===== src/rtl/core/pdct_pkg.sv =====
// shared types and constants for the prompt/delayed coincidence tagger
package pdct_pkg;

    localparam int unsigned EnergyW  = 17;
    localparam int unsigned TimeW    = 40;
    localparam int unsigned ChannelW = 10;
    localparam int unsigned ChainW   = 32;
    localparam int unsigned HitsW    = 8;
    localparam int unsigned CfgIdxW  = 3;
    localparam int unsigned CfgDataW = 40;

    // register indexes of the configuration port
    typedef enum logic [CfgIdxW-1:0] {
        CFG_MODE       = 3'd0,
        CFG_PROMPT_MIN = 3'd1,
        CFG_PROMPT_MAX = 3'd2,
        CFG_DELAY_MIN  = 3'd3,
        CFG_DELAY_MAX  = 3'd4,
        CFG_GAP_LOW    = 3'd5,
        CFG_GAP_HIGH   = 3'd6
    } cfg_idx_t;

    // energy selection modes
    localparam logic MODE_NARROW = 1'b0;
    localparam logic MODE_WIDE   = 1'b1;

    localparam logic [HitsW-1:0] TAG_HITS = 8'd2;

    localparam logic [ChainW-1:0]   RST_CHAIN      = 32'd1;
    localparam logic                RST_MODE       = MODE_NARROW;
    localparam logic [EnergyW-1:0]  RST_PROMPT_MIN = 17'd15870;
    localparam logic [EnergyW-1:0]  RST_PROMPT_MAX = 17'd16070;
    localparam logic [EnergyW-1:0]  RST_DELAY_MIN  = 17'd4800;
    localparam logic [EnergyW-1:0]  RST_DELAY_MAX  = 17'd5000;
    localparam logic [TimeW-1:0]    RST_GAP_LOW    = 40'd10;
    localparam logic [TimeW-1:0]    RST_GAP_HIGH   = 40'd1800000;

    typedef struct packed {
        logic [ChainW-1:0]   chain_id;
        logic [HitsW-1:0]    hit_count;
        logic [EnergyW-1:0]  sum_energy;
        logic [EnergyW-1:0]  part_energy_a;
        logic [EnergyW-1:0]  part_energy_b;
        logic [TimeW-1:0]    event_time;
        logic [ChannelW-1:0] detector_channel;
    } in_word_t;

    typedef struct packed {
        logic [EnergyW-1:0]  tag_prompt_energy;
        logic [TimeW-1:0]    tag_prompt_time;
        logic [ChannelW-1:0] tag_prompt_channel;
        logic [EnergyW-1:0]  tag_delayed_energy;
        logic [TimeW-1:0]    tag_delayed_time;
        logic [ChannelW-1:0] tag_delayed_channel;
    } out_word_t;

    typedef struct packed {
        logic                mode;
        logic [EnergyW-1:0]  prompt_min;
        logic [EnergyW-1:0]  prompt_max;
        logic [EnergyW-1:0]  delay_min;
        logic [EnergyW-1:0]  delay_max;
        logic [TimeW-1:0]    gap_low;
        logic [TimeW-1:0]    gap_high;
    } cfg_t;

endpackage


===== src/rtl/core/pdct_in_stage.sv =====
// input register holding one event word ahead of the evaluation stage
module pdct_in_stage (
    input  logic               clk,
    input  logic               rst_n,
    input  logic               in_valid,
    output logic               in_ready,
    input  pdct_pkg::in_word_t in_data,
    input  logic               advance,
    output logic               held_valid,
    output pdct_pkg::in_word_t held_data
);

    logic               valid_reg;
    logic               valid_next;
    pdct_pkg::in_word_t data_reg;

    // a slot is free when empty or when its word moves on this cycle
    assign in_ready   = !valid_reg || advance;
    assign valid_next = in_ready ? in_valid : valid_reg;

    always_ff @(posedge clk or negedge rst_n)
    begin
        if (!rst_n)
        begin
            valid_reg <= 1'b0;
        end
        else
        begin
            valid_reg <= valid_next;
        end
    end

    always_ff @(posedge clk)
    begin
        if (in_valid && in_ready)
        begin
            data_reg <= in_data;
        end
    end

    assign held_valid = valid_reg;
    assign held_data  = data_reg;

endmodule


===== src/rtl/core/pdct_eval.sv =====
// prompt state, window tests and result register
module pdct_eval (
    input  logic                clk,
    input  logic                rst_n,
    input  pdct_pkg::cfg_t      cfg,
    input  logic                item_valid,
    input  pdct_pkg::in_word_t  item,
    output logic                advance,
    output logic                out_valid,
    input  logic                out_ready,
    output pdct_pkg::out_word_t out_data
);

    typedef struct packed {
        logic                          hit;
        logic [pdct_pkg::EnergyW-1:0]  energy;
    } pick_t;

    function automatic pick_t pick_energy(
        input logic                         mode,
        input logic [pdct_pkg::EnergyW-1:0] sum,
        input logic [pdct_pkg::EnergyW-1:0] ea,
        input logic [pdct_pkg::EnergyW-1:0] eb,
        input logic [pdct_pkg::EnergyW-1:0] lo,
        input logic [pdct_pkg::EnergyW-1:0] hi
    );
        pick_t r;
        r.hit    = 1'b0;
        r.energy = '0;
        if (mode == pdct_pkg::MODE_WIDE)
        begin
            if (sum > lo && sum < hi)
            begin
                r.hit    = 1'b1;
                r.energy = sum;
            end
        end
        else
        begin
            // second member wins when both pass
            if (eb > lo && eb < hi)
            begin
                r.hit    = 1'b1;
                r.energy = eb;
            end
            else if (ea > lo && ea < hi)
            begin
                r.hit    = 1'b1;
                r.energy = ea;
            end
        end
        return r;
    endfunction

    logic [pdct_pkg::ChainW-1:0]   chain_reg;
    logic                          have_reg;
    logic                          have_next;
    logic [pdct_pkg::EnergyW-1:0]  held_energy_reg;
    logic [pdct_pkg::TimeW-1:0]    held_time_reg;
    logic [pdct_pkg::ChannelW-1:0] held_channel_reg;
    logic                          res_valid_reg;
    logic                          res_valid_next;
    pdct_pkg::out_word_t           res_reg;
    pdct_pkg::out_word_t           res_next;

    logic                          go;
    logic                          have_eff;
    logic                          hits_ok;
    pick_t                         prompt_pick;
    pick_t                         delayed_pick;
    logic [pdct_pkg::TimeW-1:0]    gap;
    logic                          gap_ok;
    logic                          take_prompt;
    logic                          tag_hit;

    assign advance = !res_valid_reg || out_ready;
    assign go      = item_valid && advance;

    // a new chain drops the stored prompt before the event is judged
    assign have_eff = have_reg && (item.chain_id == chain_reg);
    assign hits_ok  = (item.hit_count == pdct_pkg::TAG_HITS);

    assign prompt_pick  = pick_energy(cfg.mode, item.sum_energy, item.part_energy_a,
                                      item.part_energy_b, cfg.prompt_min, cfg.prompt_max);
    assign delayed_pick = pick_energy(cfg.mode, item.sum_energy, item.part_energy_a,
                                      item.part_energy_b, cfg.delay_min, cfg.delay_max);

    assign gap    = item.event_time - held_time_reg;
    assign gap_ok = (item.event_time > held_time_reg) && (gap > cfg.gap_low)
                    && (gap < cfg.gap_high);

    assign take_prompt = hits_ok && !have_eff && prompt_pick.hit;
    assign tag_hit     = hits_ok && have_eff && gap_ok && delayed_pick.hit;
    assign have_next   = have_eff || take_prompt;

    always_comb
    begin
        res_valid_next = res_valid_reg;
        if (go)
        begin
            res_valid_next = tag_hit;
        end
        else if (out_ready)
        begin
            res_valid_next = 1'b0;
        end
        res_next.tag_prompt_energy   = held_energy_reg;
        res_next.tag_prompt_time     = held_time_reg;
        res_next.tag_prompt_channel  = held_channel_reg;
        res_next.tag_delayed_energy  = delayed_pick.energy;
        res_next.tag_delayed_time    = item.event_time;
        res_next.tag_delayed_channel = item.detector_channel;
    end

    always_ff @(posedge clk or negedge rst_n)
    begin
        if (!rst_n)
        begin
            chain_reg     <= pdct_pkg::RST_CHAIN;
            have_reg      <= 1'b0;
            res_valid_reg <= 1'b0;
        end
        else
        begin
            res_valid_reg <= res_valid_next;
            if (go)
            begin
                chain_reg <= item.chain_id;
                have_reg  <= have_next;
            end
        end
    end

    always_ff @(posedge clk)
    begin
        if (go && take_prompt)
        begin
            held_energy_reg  <= prompt_pick.energy;
            held_time_reg    <= item.event_time;
            held_channel_reg <= item.detector_channel;
        end
        if (go && tag_hit)
        begin
            res_reg <= res_next;
        end
    end

    assign out_valid = res_valid_reg;
    assign out_data  = res_reg;

endmodule


===== src/rtl/core/prompt_delayed_coincidence_tagger_core.sv =====
// top level of the prompt/delayed coincidence tagger with its register file
// a tagged word passes the input register and then the result register before its tag reaches the outputs
// throughput: one event word per cycle while no stalled result holds the evaluation stage
// a stalled result holds the evaluation stage; the input register still takes one word
// reset clears the stored prompt, sets the current chain to one
// and loads the default window registers
module prompt_delayed_coincidence_tagger_core (
    input  logic                                clk,
    input  logic                                rst_n,
    input  logic                                in_valid,
    output logic                                in_ready,
    input  pdct_pkg::in_word_t                  in_data,
    output logic                                out_valid,
    input  logic                                out_ready,
    output pdct_pkg::out_word_t                 out_data,
    input  logic                                cfg_valid,
    output logic                                cfg_ready,
    input  logic [pdct_pkg::CfgIdxW-1:0]        cfg_index,
    input  logic [pdct_pkg::CfgDataW-1:0]       cfg_data
);

    pdct_pkg::cfg_t     cfg_reg;
    logic               advance;
    logic               item_valid;
    pdct_pkg::in_word_t item;

    // register writes are always taken; unknown indexes are dropped
    assign cfg_ready = 1'b1;

    always_ff @(posedge clk or negedge rst_n)
    begin
        if (!rst_n)
        begin
            cfg_reg.mode       <= pdct_pkg::RST_MODE;
            cfg_reg.prompt_min <= pdct_pkg::RST_PROMPT_MIN;
            cfg_reg.prompt_max <= pdct_pkg::RST_PROMPT_MAX;
            cfg_reg.delay_min  <= pdct_pkg::RST_DELAY_MIN;
            cfg_reg.delay_max  <= pdct_pkg::RST_DELAY_MAX;
            cfg_reg.gap_low    <= pdct_pkg::RST_GAP_LOW;
            cfg_reg.gap_high   <= pdct_pkg::RST_GAP_HIGH;
        end
        else if (cfg_valid)
        begin
            case (pdct_pkg::cfg_idx_t'(cfg_index))
                pdct_pkg::CFG_MODE:
                    cfg_reg.mode <= cfg_data[0];
                pdct_pkg::CFG_PROMPT_MIN:
                    cfg_reg.prompt_min <= cfg_data[pdct_pkg::EnergyW-1:0];
                pdct_pkg::CFG_PROMPT_MAX:
                    cfg_reg.prompt_max <= cfg_data[pdct_pkg::EnergyW-1:0];
                pdct_pkg::CFG_DELAY_MIN:
                    cfg_reg.delay_min <= cfg_data[pdct_pkg::EnergyW-1:0];
                pdct_pkg::CFG_DELAY_MAX:
                    cfg_reg.delay_max <= cfg_data[pdct_pkg::EnergyW-1:0];
                pdct_pkg::CFG_GAP_LOW:
                    cfg_reg.gap_low <= cfg_data[pdct_pkg::TimeW-1:0];
                pdct_pkg::CFG_GAP_HIGH:
                    cfg_reg.gap_high <= cfg_data[pdct_pkg::TimeW-1:0];
                default:
                    cfg_reg <= cfg_reg;
            endcase
        end
    end

    // input register: parts the upstream handshake from evaluation
    pdct_in_stage u_in_stage (
        .clk        (clk),
        .rst_n      (rst_n),
        .in_valid   (in_valid),
        .in_ready   (in_ready),
        .in_data    (in_data),
        .advance    (advance),
        .held_valid (item_valid),
        .held_data  (item)
    );

    // evaluation: chain tracking, prompt capture, delayed match, result word
    pdct_eval u_eval (
        .clk        (clk),
        .rst_n      (rst_n),
        .cfg        (cfg_reg),
        .item_valid (item_valid),
        .item       (item),
        .advance    (advance),
        .out_valid  (out_valid),
        .out_ready  (out_ready),
        .out_data   (out_data)
    );

endmodule


===== config.mk =====
export PLATFORM = sky130hd
export DESIGN_NAME = prompt_delayed_coincidence_tagger_core
export DESIGN_NICKNAME = d
export VERILOG_FILES = /design/src/rtl/core/pdct_pkg.sv /design/src/rtl/core/pdct_in_stage.sv /design/src/rtl/core/pdct_eval.sv /design/src/rtl/core/prompt_delayed_coincidence_tagger_core.sv
export SDC_FILE = /design/constraint.sdc
export NUM_CORES = 1
export LEC_CHECK = 0
export BUFFER_PORTS_ARGS = -buffer_cell sky130_fd_sc_hd__clkbuf_2
export CORE_ASPECT_RATIO = 0.8
export CORE_UTILIZATION = 55
export CTS_CLUSTER_DIAMETER = 30
export DETAILED_ROUTE_END_ITERATION = 6
export PLACE_DENSITY = 0.76
export SKIP_LAST_GASP = 1
export SLEW_MARGIN = 20
export SYNTH_ARGS = -nofsm -noshare
export SYNTH_HDL_FRONTEND = slang
export SYNTH_SLANG_ARGS = --single-unit

===== constraint.sdc =====
create_clock -name clk -period 24.1 [get_ports clk]
set_input_delay 4.82 -clock clk [delete_from_list [all_inputs] [get_ports clk]]
set_output_delay 4.82 -clock clk [all_outputs]
set_load 0.03 [all_outputs]

# Word level (Yosys, flattened, before mapping)
# Index checks and enable logic that the tools add are counted.
[op_classes]
reduce_logical = 33
div = 0
muxes = 10
n_eq_ne = 8
add_sub_neg = 1
mul = 0
bitwise_logic = 0
shift = 0
order_cmp = 15
[op_table]
columns = ["op", "n"]
rows = [
  ["$mux 18", 8],
  ["$gt 17x17->1", 6],
  ["$lt 17x17->1", 6],
  ["$gt 40x40->1", 2],
  ["$lt 40x40->1", 1],
  ["$sub 40x40->40", 1],
  ["$eq 32x32->1", 1],
  ["$logic_and 1x1->1", 18],
  ["$reduce_and 2->1", 7],
  ["$eq 3x3->1 const B", 3],
  ["$eq 8x2->1 const B", 1],
  ["$eq 3x2->1 const B", 2],
  ["$eq 3x1->1 const B", 1],
  ["$logic_not 1->1", 3],
  ["$logic_not 3->1", 1],
  ["$logic_or 1x1->1", 3],
  ["$mux 1", 2],
  ["$reduce_bool 2->1", 1],
]
[word_totals]
register_bits = 526
word_cells = 94
latch_bits = 0
romBits = 0
ramBits = 0
n_memories = 0

# Longest topological paths before layout
[logic_depth]
depth_word = 7
ltp_mapped = 20
mapped_depth_nobuf = 20

# By module
# Synthesis repeated with hierarchy kept, for this count alone.
[unflattened]
hier_cells = 2128
area_unflattened_um2 = 27412.5
[by_module_without_submodules]
columns = ["module", "instances", "cells_each", "area_each_um2"]
rows = [
  ["pdct_eval", 1, 1661, 17448.0],
  ["prompt_delayed_coincidence_tagger_core", 1, 322, 5676.7],
  ["pdct_in_stage", 1, 145, 4287.9],
]

# Worst setup path after synthesis
# OpenSTA, ideal clock, no wires.
[synth_timing]
path_type = "input -> register"
start = "input port out_ready"
end = "register u_eval.res_reg (netlist bit u_eval.out_data[0]), enable pin"
slack_ns = 11.889
path_buffers = 1
t_required_ns = 23.466
setup_time_ns = 0.634
cell_stages = 8
arrival_time_ns = 11.577
cell_sequence = "nor2b_1 > nand2b_1 > buf_2 > or3_4 > a2111oi_4 > o2111ai_1 > or4_1 > a221oi_2"
[synth_via]
elab_chain_len = 3
[synth_lines]
columns = ["element", "line_no", "text"]
rows = [
  ["start, declared", "prompt_delayed_coincidence_tagger_core.sv:14", "input logic out_ready,"],
  ["$logic_or 1x1->1", "pdct_eval.sv:76", "assign advance = !res_valid_reg || out_ready;"],
  ["$logic_and 1x1->1", "pdct_eval.sv:77", "assign go = item_valid && advance;"],
  ["$logic_and 1x1->1", "pdct_eval.sv:142", "if (go && tag_hit)"],
  ["end signal, assigned", "pdct_eval.sv:144", "res_reg <= res_next;"],
  ["end, declared", "pdct_eval.sv:63", "pdct_pkg::out_word_t res_reg;"],
]
# No other way between the ends.
# A chain may end at the register's enable or synchronous reset.

# Final worst setup path
[layout_timing]
start = "input port out_ready"
end = "output port in_ready"
[layout_via]
elab_chain_len = 2
[layout_lines]
columns = ["element", "line_no", "text"]
rows = [
  ["$logic_or 1x1->1", "pdct_eval.sv:76", ""],
  ["$logic_or 1x1->1", "pdct_in_stage.sv:18", "assign in_ready = !valid_reg || advance;"],
  ["end, declared", "prompt_delayed_coincidence_tagger_core.sv:11", "output logic in_ready,"],
]
# No other way between the ends.

==> flow_metrics.tcl <==
set metrics [dict create \
    status "complete, no violations" \
    postLayoutCellArea_um2 33000 \
    utilization_pct 67.9 \
    p_leak_nw 14.6 \
    largest_register_ffs 149 \
    clkPwrFrac_pct 44.5 \
    clk_path_buf_depth 3 \
    period_needed_ns 10.26 \
    synth_seq_cells 526 \
    wl_um 73000 \
    cts.reportedPaths.clkPinSlew_ns 0.06 \
    wl_per_cell_um 22.0 \
    synthMuxAreaShare_pct 5.52 \
    critPathMaxFanout 3 \
    synth-simple-area-share_pct 7.52 \
    overflow 0 \
    rows 72 \
    cp_common_cell "clkbuf_2" \
    ys_seq_area_share_pct 55.0 \
    cts_root_buf "clkbuf_16" \
    power_frac_comb_pct 19.1 \
    yosysWarnings 0 \
    timing.setup.tns_ns 0 \
    holdWs_ns 0.413 \
    tightest_slew_ns 1.08 \
    path_cells "clkbuf_2, nor2b_1, nand2_1, clkbuf_2" \
    routabilityCongestion 1.01 \
    synth_top_area_cell "edfxtp_1" \
    vias_per_cell 5.85 \
    die_x_um 250 \
    synthXorXnorAreaFrac_pct 2.16 \
    period_share_pct 42.6 \
    dr_total_vias 19400 \
    finalSetupViolCount 0 \
    power_density_nw_per_um2 93.7 \
    finalHoldViolCount 0 \
    synth_top_family_by_area "adder cells" \
    post_cts_buffers 0 \
    arrival_ns 5.43 \
    cts.sinks 526 \
    crit_type "input port to output port" \
    ir_drop_v 0.0000804 \
    yosys-top-cells-area "edfxtp_1 (38%), ha_1 (15%), dfrtp_1 (13%), mux2_2 (5.5%), dfstp_2 (4.3%)" \
    syn-cell-area_um2 27100 \
    area_delta_synth_final_pct 21.6 \
    slew_headroom_pct 27.8 \
    io_pins 326 \
    drive_gt1_share_pct 26.3 \
    synth_common_cells "edfxtp_1 (342), ha_1 (317), inv_1 (234), a21oi_1 (141), nand2_1 (141)" \
    pwr-share-seq_pct 36.3 \
    postPlaceCellArea_um2 29500 \
    clk_latency_ns 0.65 \
    dieHeight_um 201 \
    ys_async_sr_fraction_pct 35.0 \
    track_usage_pct 29.2 \
    dieArea_um2 50200 \
    drc 0 \
    ys.flop_type "edfxtp_1" \
    synth-edff-count 342 \
    cts_tree "built" \
    critPathTopFamily "simple AND/OR/NAND/NOR gates" \
    rsz0062_at_grt "no" \
    grt_max_degree 81 \
    synth_cell_type_count 74 \
    placed_cells 3137 \
    grt_first_pass_wirelength_um 112000 \
    drtAntennaViolNets 0 \
    instances_no_fill 3324 \
    syn_nets 2721 \
    synthAdderAreaFrac_pct 14.7 \
    start_kind "input port" \
    synth_compound_area_share_pct 11.2 \
    cts_max_level 3 \
    crit_buf_inv 2 \
    fillCellCount 3461 \
    postSynthAreaPerCell_um2 12.3 \
    yosysMostFrequentCell "edfxtp_1" \
    coreArea_um2 48600 \
    power.internal_w 0.00218 \
    slew_violations 0 \
    cpMaxStageDelayCell "clkbuf_2" \
    maxCapViolations 0 \
    fin_skew_ns 0.0306 \
    grt_pass1_vias 19400 \
    port_buffers 324 \
    nNetsFinal 3115 \
    cts_resized 0 \
    initial_core_util_pct 55.9 \
    swShare_pct 29.5 \
    p_switching_w 0.000912 \
    netlist_instances 2214 \
    synth_top_area_share_pct 37.9 \
    cts_hold_buf 0 \
    min_path_type "flip-flop to flip-flop" \
    cts_made_buffers 97 \
    cpPeakStageDelay_ns 0.21 \
    fmax_ghz 0.0975 \
    setup.worst_path.end_class "output port" \
    required_ns 19.28 \
    hpwl_um 52900 \
    first_pass_iters 7 \
    drtIter0Drc 1632 \
    antenna_found_initial 4 \
]
[kinds of logic (layout without fill, tap and decap cells)]
family	after synthesis	after routing
flip-flops	526	526
XOR/XNOR	67	67
other	1	4
adder cells (fa/ha/maj)	318	318
AND/OR/NAND/NOR	412	412
multiplexers	133	133
buffers and inverters	282	760
AO/OA/AOI/OAI	475	475
[metal layers]
layer  wire [um]  GRT usage [%]  share of wire (%)  vias up
met5          30              0              0.041        -
met4        1390           8.04                1.9        4
met3        5900           7.18                8.1      119
met2       32100           43.3                 44      840
met1       33600           42.8                 46     9468
li1            -              -                  -     9017
[through the flow]
step	setup slack (ns)	total power, W
6_report	13.85	0.00309
5_1_grt	13.80	0.00323
4_1_cts	13.85	0.00310
3_5_place_dp	13.86	0.00171
3_3_place_gp	13.86	0.00168
2_1_floorplan	11.89	0.00151
[power groups by stage]
stage	Clock (W)	Sequential [W]	Combinational [W]
finish	0.00138	0.00112	0.000591
global route	0.00144	0.00113	0.000659
CTS	0.00139	0.00112	0.000580
floorplan	0	0.00111	0.000398
global placement	0	0.00113	0.000542
detailed placement	0	0.00114	0.000571
[worst paths after layout]
path	startpoint	cells past startpoint	to	slack [ns]
setup / recovery	out_ready	4	in_ready	13.85
hold / removal	u_eval.held_energy_reg[5]$_DFFE_PP_	0	u_eval.out_data[122]$_DFFE_PP_	0.41
setup reg to reg	u_in_stage.held_data[14]$_DFFE_PP_	19	u_eval.out_data[22]$_DFFE_PP_	17.34
hold reg to reg	u_eval.held_energy_reg[5]$_DFFE_PP_	0	u_eval.out_data[122]$_DFFE_PP_	0.41
max in group asynchronous	rst_n	4	cfg_reg[135]$_DFFE_PN1P_	17.95
min in group asynchronous	rst_n	1	u_eval.chain_reg[8]$_DFFE_PN0P_	4.14
[worst register-to-register path: stages (launching register included)]
cell       delay [ns]
edfxtp_1         0.44
ha_1             0.40
a21oi_1          0.55
nor2b_1          0.30
a21oi_1          0.14
o211ai_1         0.36
nand3_1          0.29
a21o_1           0.29
a41oi_1          0.25
xnor2_1          0.22
ha_1             0.31
nand4_1          0.16
nor4_1           0.12
nor2b_1          0.17
a2111oi_4        0.31
o2111ai_1        0.14
or4_1            0.49
a221oi_4         0.24
buf_4            0.48
buf_4            0.68
[layout make-up]
cell class / instances / area [um^2] / area share [%]
clock inverters: 74 / 841 / 2.55
inverters: 235 / 882 / 2.67
flip-flops and latches: 526 / 14900 / 45.3
repair buffers: 342 / 1780 / 5.38
diodes: 3 / 7.51 / 0.0228
well taps: 629 / 787 / 2.39
clock buffers: 109 / 2570 / 7.78
multi-input cells: 1406 / 11200 / 33.9
[cell usage in the layout (no fill, tap or decap), types with 71 or more instances in the layout]
master	instances
edfxtp_1	342
clkbuf_2	323
ha_1	317
inv_1	234
a21oi_1	141
nand2_1	141
dfrtp_1	140
mux2_2	133
clkbuf_16	100
o21ai_0	94
a21o_1	74
nor2_1	71
Power figures use the tool's default switching activity.
